--- src/ans_pkg.sv ---
// ----------------------------------------------------------------------------
// ADC noise statistics package
// Shared widths and the structures passed to the statistics calculator.
// ----------------------------------------------------------------------------
package ans_pkg;

   localparam int CHANNELS = 4;
   localparam int SAMPLE_W = 16;
   localparam int SUM_W    = 28;
   localparam int SQSUM_W  = 44;
   localparam int FRAMES_W = 13;

   typedef struct packed {
      logic                start;
      logic [SUM_W-1:0]    sum;
      logic [SQSUM_W-1:0]  sqsum;
      logic [FRAMES_W-1:0] frames;
   } ans_job_type;

   typedef struct packed {
      logic                done;
      logic [SAMPLE_W-1:0] mean;
      logic [SAMPLE_W-1:0] deviation;
   } ans_res_type;

endpackage

--- src/adc_noise_statistics.sv ---
// ----------------------------------------------------------------------------
// ADC noise statistics
// Per-channel minimum, maximum, mean, peak-to-peak and standard deviation
// over a capture of ADC frames.
// ----------------------------------------------------------------------------
// A frame beat is taken as one accept, a square and an accumulate step per
// channel on the shared 16x16 squarer, and one target compare.
// The frame that completes a capture starts the calculator on channel 0;
// each later channel starts once the previous result beat is taken on
// rsp_tready (products, two 57-step divisions, 16-step square root).
// Synchronous reset clears the capture, requests 1024 frames; no frame is
// taken while results are pending.
module adc_noise_statistics #(
   parameter int MIN_SAMPLES = 16,
   parameter int MAX_SAMPLES = 4096
) (
   input  logic        clock,
   input  logic        reset,
   input  logic        req_tvalid,
   output logic        req_tready,
   // sample_a, sample_b, sample_c, sample_bus
   input  logic [63:0] req_tdata,
   output logic        rsp_tvalid,
   input  logic        rsp_tready,
   // lowest, highest, average, spread, deviation, frames_used, zero fill
   output logic [95:0] rsp_tdata,
   // channel
   output logic [1:0]  rsp_tuser,
   output logic        rsp_tlast,
   input  logic        csr_valid,
   output logic        csr_ready,
   input  logic [15:0] csr_data
);

   localparam logic [2:0] T_IDLE  = 3'd0;
   localparam logic [2:0] T_ACC   = 3'd1;
   localparam logic [2:0] T_CHECK = 3'd2;
   localparam logic [2:0] T_CALC  = 3'd3;
   localparam logic [2:0] T_OUT   = 3'd4;

   localparam int SW = ans_pkg::SAMPLE_W;
   localparam int FW = ans_pkg::FRAMES_W;
   localparam logic [15:0]   MinCount = 16'(MIN_SAMPLES);
   localparam logic [15:0]   MaxCount = 16'(MAX_SAMPLES);
   localparam logic [1:0]    LastChannel = 2'(ans_pkg::CHANNELS - 1);

   logic [2:0]    state_ff, state_in;
   logic [1:0]    ch_ff, ch_in;
   logic          phase_ff, phase_in;
   logic [SW-1:0] frame_ff [ans_pkg::CHANNELS];
   logic [SW-1:0] frame_in [ans_pkg::CHANNELS];
   logic [31:0]   prod_ff, prod_in;
   logic [ans_pkg::SUM_W-1:0]   sum_ff [ans_pkg::CHANNELS];
   logic [ans_pkg::SUM_W-1:0]   sum_in [ans_pkg::CHANNELS];
   logic [ans_pkg::SQSUM_W-1:0] sqsum_ff [ans_pkg::CHANNELS];
   logic [ans_pkg::SQSUM_W-1:0] sqsum_in [ans_pkg::CHANNELS];
   logic [SW-1:0] min_ff [ans_pkg::CHANNELS];
   logic [SW-1:0] min_in [ans_pkg::CHANNELS];
   logic [SW-1:0] max_ff [ans_pkg::CHANNELS];
   logic [SW-1:0] max_in [ans_pkg::CHANNELS];
   logic [FW-1:0] frames_ff, frames_in;
   logic [15:0]   request_ff, request_in;
   logic          start_ff, start_in;
   logic          rsp_valid_ff, rsp_valid_in;
   logic [95:0]   rsp_data_ff, rsp_data_in;
   logic [1:0]    rsp_user_ff, rsp_user_in;
   logic          rsp_last_ff, rsp_last_in;

   logic [15:0]   low_clamped;
   logic [15:0]   target;
   logic [SW-1:0] sample;
   logic          first;
   ans_pkg::ans_job_type job;
   ans_pkg::ans_res_type res;

   ans_math u_math (
      .clock (clock),
      .reset (reset),
      .job   (job),
      .res   (res)
   );

   always_comb begin
      low_clamped = (request_ff < MinCount) ? MinCount : request_ff;
      target      = (low_clamped > MaxCount) ? MaxCount : low_clamped;
      sample      = frame_ff[ch_ff];
      first       = frames_ff == '0;
      job.start   = start_ff;
      job.sum     = sum_ff[ch_ff];
      job.sqsum   = sqsum_ff[ch_ff];
      job.frames  = frames_ff;
   end

   always_comb begin
      state_in     = state_ff;
      ch_in        = ch_ff;
      phase_in     = phase_ff;
      frame_in     = frame_ff;
      prod_in      = prod_ff;
      sum_in       = sum_ff;
      sqsum_in     = sqsum_ff;
      min_in       = min_ff;
      max_in       = max_ff;
      frames_in    = frames_ff;
      request_in   = (csr_valid && csr_ready) ? csr_data : request_ff;
      start_in     = 1'b0;
      rsp_valid_in = rsp_valid_ff;
      rsp_data_in  = rsp_data_ff;
      rsp_user_in  = rsp_user_ff;
      rsp_last_in  = rsp_last_ff;
      case (state_ff)
         T_IDLE: begin
            if (req_tvalid) begin
               for (int i = 0; i < ans_pkg::CHANNELS; i++) begin
                  frame_in[i] = req_tdata[i*SW +: SW];
               end
               state_in = T_ACC;
               ch_in    = '0;
               phase_in = 1'b0;
            end
         end
         T_ACC: begin
            phase_in = ~phase_ff;
            if (!phase_ff) begin
               prod_in = 32'(sample) * 32'(sample);
            end else begin
               sum_in[ch_ff]   = sum_ff[ch_ff] + ans_pkg::SUM_W'(sample);
               sqsum_in[ch_ff] = sqsum_ff[ch_ff] + ans_pkg::SQSUM_W'(prod_ff);
               // The first frame of a capture seeds the extremes.
               if (first || sample < min_ff[ch_ff]) begin
                  min_in[ch_ff] = sample;
               end
               if (first || sample > max_ff[ch_ff]) begin
                  max_in[ch_ff] = sample;
               end
               ch_in = ch_ff + 2'd1;
               if (ch_ff == LastChannel) begin
                  frames_in = frames_ff + FW'(1);
                  state_in  = T_CHECK;
               end
            end
         end
         T_CHECK: begin
            if (16'(frames_ff) >= target) begin
               state_in = T_CALC;
               start_in = 1'b1;
            end else begin
               state_in = T_IDLE;
            end
         end
         T_CALC: begin
            if (res.done) begin
               rsp_valid_in = 1'b1;
               rsp_data_in  = {3'd0, frames_ff, res.deviation,
                               16'(max_ff[ch_ff] - min_ff[ch_ff]), res.mean,
                               max_ff[ch_ff], min_ff[ch_ff]};
               rsp_user_in  = ch_ff;
               rsp_last_in  = ch_ff == LastChannel;
               state_in     = T_OUT;
            end
         end
         T_OUT: begin
            if (rsp_tready) begin
               rsp_valid_in = 1'b0;
               ch_in        = ch_ff + 2'd1;
               if (ch_ff == LastChannel) begin
                  state_in  = T_IDLE;
                  frames_in = '0;
                  for (int i = 0; i < ans_pkg::CHANNELS; i++) begin
                     sum_in[i]   = '0;
                     sqsum_in[i] = '0;
                  end
               end else begin
                  state_in = T_CALC;
                  start_in = 1'b1;
               end
            end
         end
         default: begin
            state_in = T_IDLE;
         end
      endcase
   end

   always_ff @(posedge clock) begin
      if (reset) begin
         state_ff     <= T_IDLE;
         ch_ff        <= '0;
         phase_ff     <= 1'b0;
         frames_ff    <= '0;
         request_ff   <= 16'd1024;
         start_ff     <= 1'b0;
         rsp_valid_ff <= 1'b0;
         for (int i = 0; i < ans_pkg::CHANNELS; i++) begin
            sum_ff[i]   <= '0;
            sqsum_ff[i] <= '0;
         end
      end else begin
         state_ff     <= state_in;
         ch_ff        <= ch_in;
         phase_ff     <= phase_in;
         frames_ff    <= frames_in;
         request_ff   <= request_in;
         start_ff     <= start_in;
         rsp_valid_ff <= rsp_valid_in;
         sum_ff       <= sum_in;
         sqsum_ff     <= sqsum_in;
      end
      frame_ff    <= frame_in;
      prod_ff     <= prod_in;
      min_ff      <= min_in;
      max_ff      <= max_in;
      rsp_data_ff <= rsp_data_in;
      rsp_user_ff <= rsp_user_in;
      rsp_last_ff <= rsp_last_in;
   end

   assign req_tready = state_ff == T_IDLE;
   assign csr_ready  = 1'b1;
   assign rsp_tvalid = rsp_valid_ff;
   assign rsp_tdata  = rsp_data_ff;
   assign rsp_tuser  = rsp_user_ff;
   assign rsp_tlast  = rsp_last_ff;

endmodule

--- src/ans_math.sv ---
// ----------------------------------------------------------------------------
// ADC noise statistics calculator
// Bit-serial mean and standard deviation of one channel: shift-add products,
// restoring division and a two-bit-per-step integer square root.
// ----------------------------------------------------------------------------
module ans_math (
   input  logic                 clock,
   input  logic                 reset,
   input  ans_pkg::ans_job_type job,
   output ans_pkg::ans_res_type res
);

   localparam logic [2:0] ST_IDLE = 3'd0;
   localparam logic [2:0] ST_DEN  = 3'd1;
   localparam logic [2:0] ST_SQ   = 3'd2;
   localparam logic [2:0] ST_NUM  = 3'd3;
   localparam logic [2:0] ST_MEAN = 3'd4;
   localparam logic [2:0] ST_VAR  = 3'd5;
   localparam logic [2:0] ST_ROOT = 3'd6;

   localparam logic [5:0] N_STEPS   = 6'd13;
   localparam logic [5:0] SUM_STEPS = 6'd28;
   localparam logic [5:0] DIV_STEPS = 6'd57;
   localparam logic [5:0] SQ_STEPS  = 6'd16;

   logic [2:0]  state_ff, state_in;
   logic [5:0]  cnt_ff, cnt_in;
   logic [56:0] acc_ff, acc_in;
   logic [43:0] mcand_ff, mcand_in;
   logic [27:0] mplier_ff, mplier_in;
   logic [24:0] den_ff, den_in;
   logic [55:0] sq_ff, sq_in;
   logic [56:0] num_ff, num_in;
   logic [56:0] dvd_ff, dvd_in;
   logic [24:0] dvs_ff, dvs_in;
   logic [24:0] rem_ff, rem_in;
   logic [15:0] mean_ff, mean_in;
   logic [31:0] rad_ff, rad_in;
   logic [16:0] rrem_ff, rrem_in;
   logic [15:0] root_ff, root_in;
   logic        done_ff, done_in;

   logic [56:0] acc_step;
   logic [25:0] rem_sh;
   logic        div_ge;
   logic [24:0] rem_step;
   logic [56:0] dvd_step;
   logic [18:0] rr;
   logic [18:0] trial;
   logic        root_ge;
   logic [56:0] diff;
   logic        last;

   always_comb begin
      acc_step = {acc_ff[55:0], 1'b0} + (mplier_ff[27] ? 57'(mcand_ff) : 57'd0);
      rem_sh   = {rem_ff, dvd_ff[56]};
      div_ge   = rem_sh >= {1'b0, dvs_ff};
      rem_step = div_ge ? 25'(rem_sh - {1'b0, dvs_ff}) : rem_sh[24:0];
      dvd_step = {dvd_ff[55:0], div_ge};
      rr       = {rrem_ff, rad_ff[31:30]};
      trial    = {1'b0, root_ff, 2'b01};
      root_ge  = rr >= trial;
      diff     = (num_ff >= {1'b0, sq_ff}) ? (num_ff - {1'b0, sq_ff}) : 57'd0;
      last     = cnt_ff == 6'd1;
   end

   always_comb begin
      state_in  = state_ff;
      cnt_in    = cnt_ff - 6'd1;
      acc_in    = acc_ff;
      mcand_in  = mcand_ff;
      mplier_in = mplier_ff;
      den_in    = den_ff;
      sq_in     = sq_ff;
      num_in    = num_ff;
      dvd_in    = dvd_ff;
      dvs_in    = dvs_ff;
      rem_in    = rem_ff;
      mean_in   = mean_ff;
      rad_in    = rad_ff;
      rrem_in   = rrem_ff;
      root_in   = root_ff;
      done_in   = 1'b0;
      case (state_ff)
         ST_IDLE: begin
            cnt_in = cnt_ff;
            if (job.start) begin
               state_in  = ST_DEN;
               acc_in    = '0;
               mcand_in  = 44'(job.frames);
               mplier_in = {job.frames, 15'd0};
               cnt_in    = N_STEPS;
            end
         end
         ST_DEN, ST_SQ, ST_NUM: begin
            // Multiplier bits are consumed from the top, one per cycle.
            acc_in    = acc_step;
            mplier_in = {mplier_ff[26:0], 1'b0};
            if (last) begin
               acc_in = '0;
               if (state_ff == ST_DEN) begin
                  den_in    = acc_step[24:0];
                  state_in  = ST_SQ;
                  mcand_in  = 44'(job.sum);
                  mplier_in = job.sum;
                  cnt_in    = SUM_STEPS;
               end else if (state_ff == ST_SQ) begin
                  sq_in     = acc_step[55:0];
                  state_in  = ST_NUM;
                  mcand_in  = job.sqsum;
                  mplier_in = {job.frames, 15'd0};
                  cnt_in    = N_STEPS;
               end else begin
                  num_in   = acc_step;
                  state_in = ST_MEAN;
                  dvd_in   = 57'(job.sum) + 57'(job.frames[12:1]);
                  dvs_in   = 25'(job.frames);
                  rem_in   = '0;
                  cnt_in   = DIV_STEPS;
               end
            end
         end
         ST_MEAN, ST_VAR: begin
            dvd_in = dvd_step;
            rem_in = rem_step;
            if (last) begin
               if (state_ff == ST_MEAN) begin
                  mean_in  = dvd_step[15:0];
                  state_in = ST_VAR;
                  dvd_in   = diff + 57'(den_ff[24:1]);
                  dvs_in   = den_ff;
                  rem_in   = '0;
                  cnt_in   = DIV_STEPS;
               end else begin
                  // The population variance of 16-bit codes stays below 2^31.
                  state_in = ST_ROOT;
                  rad_in   = dvd_step[31:0];
                  rrem_in  = '0;
                  root_in  = '0;
                  cnt_in   = SQ_STEPS;
               end
            end
         end
         ST_ROOT: begin
            rad_in  = {rad_ff[29:0], 2'b00};
            rrem_in = root_ge ? 17'(rr - trial) : rr[16:0];
            root_in = {root_ff[14:0], root_ge};
            if (last) begin
               state_in = ST_IDLE;
               done_in  = 1'b1;
            end
         end
         default: begin
            state_in = ST_IDLE;
         end
      endcase
   end

   always_ff @(posedge clock) begin
      if (reset) begin
         state_ff <= ST_IDLE;
         done_ff  <= 1'b0;
      end else begin
         state_ff <= state_in;
         done_ff  <= done_in;
      end
      cnt_ff    <= cnt_in;
      acc_ff    <= acc_in;
      mcand_ff  <= mcand_in;
      mplier_ff <= mplier_in;
      den_ff    <= den_in;
      sq_ff     <= sq_in;
      num_ff    <= num_in;
      dvd_ff    <= dvd_in;
      dvs_ff    <= dvs_in;
      rem_ff    <= rem_in;
      mean_ff   <= mean_in;
      rad_ff    <= rad_in;
      rrem_ff   <= rrem_in;
      root_ff   <= root_in;
   end

   assign res.done      = done_ff;
   assign res.mean      = mean_ff;
   assign res.deviation = root_ff;

endmodule

--- config.mk ---
export PLATFORM = sky130hd
export DESIGN_NAME = adc_noise_statistics
export DESIGN_NICKNAME = d
export VERILOG_FILES = /design/src/ans_pkg.sv /design/src/adc_noise_statistics.sv /design/src/ans_math.sv
export SDC_FILE = /design/constraint.sdc
export NUM_CORES = 2
export LEC_CHECK = 0
export ABC_AREA = 1
export BUFFER_PORTS_ARGS = -buffer_cell sky130_fd_sc_hd__buf_2
export CAP_MARGIN = 40
export CORE_MARGIN = 1
export CORE_UTILIZATION = 40
export CTS_BUF_LIST = sky130_fd_sc_hd__clkbuf_8 sky130_fd_sc_hd__clkbuf_16
export DETAILED_ROUTE_END_ITERATION = 8
export SYNTH_ARGS = -nofsm -noshare
export SYNTH_HDL_FRONTEND = slang
export SYNTH_SLANG_ARGS = --single-unit
--- constraint.sdc ---
create_clock -name clock -period 13.34 [get_ports clock]
set_input_delay 1.334 -clock clock [delete_from_list [all_inputs] [get_ports clock]]
set_output_delay 1.334 -clock clock [all_outputs]
set_load 0.02 [all_outputs]
==> qor.tcl <==
set qor(yosysWarnings) 0
set qor(holdPathStages) 0
set qor(fin_nets) 9037
set qor(initial_antenna_violation_count) 0
set qor(period_minus_slack_ns) 8.79
set qor(std_cell_rows) 151
set qor(synth.cells.most_frequent) {2074 x sky130_fd_sc_hd__nand2_1, 1194 x sky130_fd_sc_hd__inv_1, 779 x sky130_fd_sc_hd__edfxtp_1, 770 x sky130_fd_sc_hd__a21oi_1, 741 x sky130_fd_sc_hd__nor2_1}
set qor(number_of_synthesized_flops_with_an_enable_pin) 779
set qor(overflow) 0
set qor(met1_resource_use_gr_pct) 29.9
set qor(synthArstFlopShare_pct) 0
set qor(maxClockFrequency_mhz) 114
set qor(area_growth_syn_to_layout_pct) 11.4
set qor(clock_latency_ns) 0.77
set qor(clk_transition_reported_paths_ns) 0.06
set qor(timing.final.max_slew_violations) 0
set qor(synthesis.area_per_instance_sq_um) 8.26
set qor(gp_routability_congestion) 0.949
set qor(clock_tree_from_tritoncts) {yes}
set qor(synth_area_sq_um) 68200
set qor(setup_repair_after_global_routing_missed_its_margin) {false}
set qor(worst-slew-pin-transition_ns) 0.927
set qor(detail_route.wl_per_cell_microns) 18.6
set qor(finalCritPeriodShare_pct) 65.9
set qor(routed_wirelength_mm) 199
set qor(numPortBuffers) 182
set qor(critical_path_class) {reg -> reg}
set qor(multi_input_combinational_cell_area_sq_um) 32700
set qor(dr_total_vias) 56400
set qor(number_of_cell_instances_on_the_worst_register_to_register_path) 27
set qor(synth_top_cell_area_share_pct) 34.3
set qor(hold_path_startpoint) {u_math.mean_ff[4]}
set qor(maxCapViolCount) 0
set qor(grt.busiest_layer) {met2}
set qor(hold_class) {reg -> reg}
set qor(grt_pass1_vias) 54100
set qor(status) {finished, final reports clean}
set qor(critPathCaptureType) {flip-flop}
set qor(place.detailed.instances) 10500
set qor(place.detailed.hpwl_mm) 147
set qor(synth.most_common_cell) {sky130_fd_sc_hd__nand2_1}
set qor(start_util_pct) 40.3
set qor(cts_setup_buffers) 0
set qor(seq_area_sq_um) 30000
set qor(count_of_nets_left_with_antenna_violations_after_detail_routing) 0
set qor(fin_setup_tns_ns) 0
set qor(drc_errors) 0
set qor(synth.yosys.seq_area_share_pct) 44.0
set qor(io-pin-count) 187
set qor(pin_count_of_the_biggest_net_entering_global_routing) 120
set qor(tritoncts_num_sinks) 1108
set qor(layout.filler_cells) 16700
set qor(finalSetupViolCount) 0
set qor(worstPathRequired_ns) 13.84
set qor(clock_path_buffers) 3
set qor(cp-startpoint) {ch_ff[0]}
set qor(worst_slew_margin_rel_pct) 38.2
set qor(h-tree-depth) 3
set qor(drt-pass1-iter-count) 7
set qor(cts_inserted_buffers) 119
set qor(die_width_microns) 415
set qor(final_cell_count_no_fill) 10700
set qor(post_synth_num_cell_types) 68
set qor(yosys.area.top_type) {sky130_fd_sc_hd__edfxtp_1}
set qor(worst_clock_skew_ns) 0.0638
set qor(synth.area.top_cells) {sky130_fd_sc_hd__edfxtp_1 34%, sky130_fd_sc_hd__nand2_1 11%, sky130_fd_sc_hd__dfxtp_1 9.7%}
set qor(core-area_sq_um) 169000
set qor(ys.flop_type) {sky130_fd_sc_hd__edfxtp_1}
set qor(grtUsageMet3_pct) 2.79
set qor(num_antenna_cells) 0
set qor(cp_data_arrival_time_ns) 9.30
set qor(postSynthRegisterBits) 1108
set qor(timing.critical_path.from_type) {flip-flop}
set qor(die_height_microns) 415
set qor(resized_cells_post_cts) 0
set qor(drtIter0Drc) 5099
set qor(wire_length_of_the_first_global_routing_pass_mm) 307
set qor(post_route_cells_drive_above_1_share_pct) 7.16
set qor(finalHoldViolCount) 0
set qor(clockRootBuffer) {sky130_fd_sc_hd__clkbuf_16}
set qor(fp.dieArea_sq_um) 172000
set qor(crit_fanout) 83
set qor(grtUsageMet2_pct) 38.1
set qor(hold_fix_buffer_count_after_cts) 0
set qor(grt_usage_pct) 22.5
set qor(vias_per_cell) 5.27
set qor(postSynthCellCount) 8254
set qor(reg2reg_from) {ch_ff[0]}
metal layers:
metal / routed length, microns / up-vias
met5: 0 / -
met4: 6200 / 0
met3: 11000 / 364
met2: 95100 / 1732
met1: 86700 / 26900
li1: - / 27400
flip-flops by register name, indices dropped and copies added (netlist names), 17 cells and up:
register and cells:
prod_ff 31, u_math.sq_ff 56, u_math.acc_ff 56, u_math.num_ff 57, min_ff 64, u_math.dvd_ff 57
u_math.dvs_ff 25, max_ff 64, u_math.rrem_ff 17, rsp_tdata 93, u_math.den_ff 25, u_math.rad_ff 32
sum_ff 112, frame_ff 64, u_math.mplier_ff 28, u_math.rem_ff 25, u_math.mcand_ff 44, sqsum_ff 176
worst max-delay path, stage by stage (launching register included):
cell and delay, ns:
sky130_fd_sc_hd__dfxtp_4 0.41, sky130_fd_sc_hd__buf_16 0.23, sky130_fd_sc_hd__inv_6 0.51, sky130_fd_sc_hd__buf_4 0.81, sky130_fd_sc_hd__nand2_1 0.13, sky130_fd_sc_hd__nand3_1 0.11
sky130_fd_sc_hd__nand2_1 0.37, sky130_fd_sc_hd__inv_1 0.62, sky130_fd_sc_hd__nand2_1 0.14, sky130_fd_sc_hd__fa_1 0.54, sky130_fd_sc_hd__inv_1 0.07, sky130_fd_sc_hd__fa_1 0.50
sky130_fd_sc_hd__fa_1 0.53, sky130_fd_sc_hd__fa_1 0.52, sky130_fd_sc_hd__fa_1 0.54, sky130_fd_sc_hd__inv_1 0.05, sky130_fd_sc_hd__fa_1 0.52, sky130_fd_sc_hd__inv_1 0.04
sky130_fd_sc_hd__ha_1 0.36, sky130_fd_sc_hd__nand2_1 0.13, sky130_fd_sc_hd__inv_1 0.05, sky130_fd_sc_hd__a21oi_1 0.21, sky130_fd_sc_hd__a21boi_0 0.38, sky130_fd_sc_hd__o21ai_0 0.23
sky130_fd_sc_hd__nand2_1 0.10, sky130_fd_sc_hd__nand2_1 0.07, sky130_fd_sc_hd__a31oi_1 0.17, sky130_fd_sc_hd__xor2_1 0.09
cell usage in the layout (no fill, tap or decap), types with 20 or more instances in the layout:
cell | netlist | final
sky130_fd_sc_hd__a21o_1 | 20 | 20
sky130_fd_sc_hd__a21oi_1 | 770 | 766
sky130_fd_sc_hd__a31oi_1 | 68 | 68
sky130_fd_sc_hd__a32oi_1 | 49 | 43
sky130_fd_sc_hd__buf_2 | 22 | 182
sky130_fd_sc_hd__buf_4 | 13 | 75
sky130_fd_sc_hd__clkbuf_16 | 0 | 120
sky130_fd_sc_hd__clkinv_1 | 10 | 23
sky130_fd_sc_hd__clkinv_2 | 0 | 26
sky130_fd_sc_hd__dfxtp_1 | 329 | 327
sky130_fd_sc_hd__edfxtp_1 | 779 | 779
sky130_fd_sc_hd__fa_1 | 171 | 171
sky130_fd_sc_hd__ha_1 | 392 | 392
sky130_fd_sc_hd__inv_1 | 1194 | 1215
sky130_fd_sc_hd__inv_2 | 24 | 24
sky130_fd_sc_hd__nand2_1 | 2074 | 2072
sky130_fd_sc_hd__nand3_1 | 258 | 257
sky130_fd_sc_hd__nand3b_1 | 27 | 27
sky130_fd_sc_hd__nand4_1 | 54 | 54
sky130_fd_sc_hd__nor2_1 | 741 | 729
sky130_fd_sc_hd__nor2_2 | 17 | 21
sky130_fd_sc_hd__nor3_1 | 57 | 57
sky130_fd_sc_hd__o21ai_0 | 403 | 403
sky130_fd_sc_hd__o22ai_1 | 53 | 53
sky130_fd_sc_hd__or2_2 | 24 | 24
sky130_fd_sc_hd__xnor2_1 | 109 | 109
sky130_fd_sc_hd__xor2_1 | 144 | 144
final cells by class:
cell class	instances	share of cell area [%]
clock buffers	128	4.10
flip-flops and latches	1108	39.5
repair buffers	273	2.47
inverters	1228	6.08
clock inverters	98	1.19
well taps	2218	3.65
multi-input cells	5659	43.0
through the flow:
step	setup WS [ns]	area [sq um]	hold slack (ns)	util, %
after floorplan	5.92	68200	0.400	-
after global placement	4.70	71500	0.405	42.3
after detailed placement	4.59	71900	0.405	42.5
after CTS	4.57	75900	0.411	44.9
after global routing	4.02	75900	0.416	44.9
final	4.55	75900	0.407	44.9
final timing paths:
path	to	slack (ns)
setup / recovery	prod_ff[28]	4.55
hold reg to reg	rsp_tdata[36]	0.41
setup reg to reg	prod_ff[28]	4.55
hold / removal	rsp_tdata[36]	0.41
kinds of logic (layout without fill, tap and decap cells):
group | after synthesis | in the layout | synth area share, %
AOI/OAI and AO/OA | 1514 | 1514 | 12.3
and+or+nand+nor | 3323 | 3323 | 19.8
DFF | 1108 | 1108 | 44.0
xor gates and xnor gates | 253 | 253 | 3.25
adders and majority gates | 563 | 563 | 12.2
buffers and inverters | 1491 | 1727 | 8.37
other | 2 | 6 | 0.0110
Power is not shown: default switching activity piles up to over one toggle a cycle in this logic, so the estimate is an artifact.
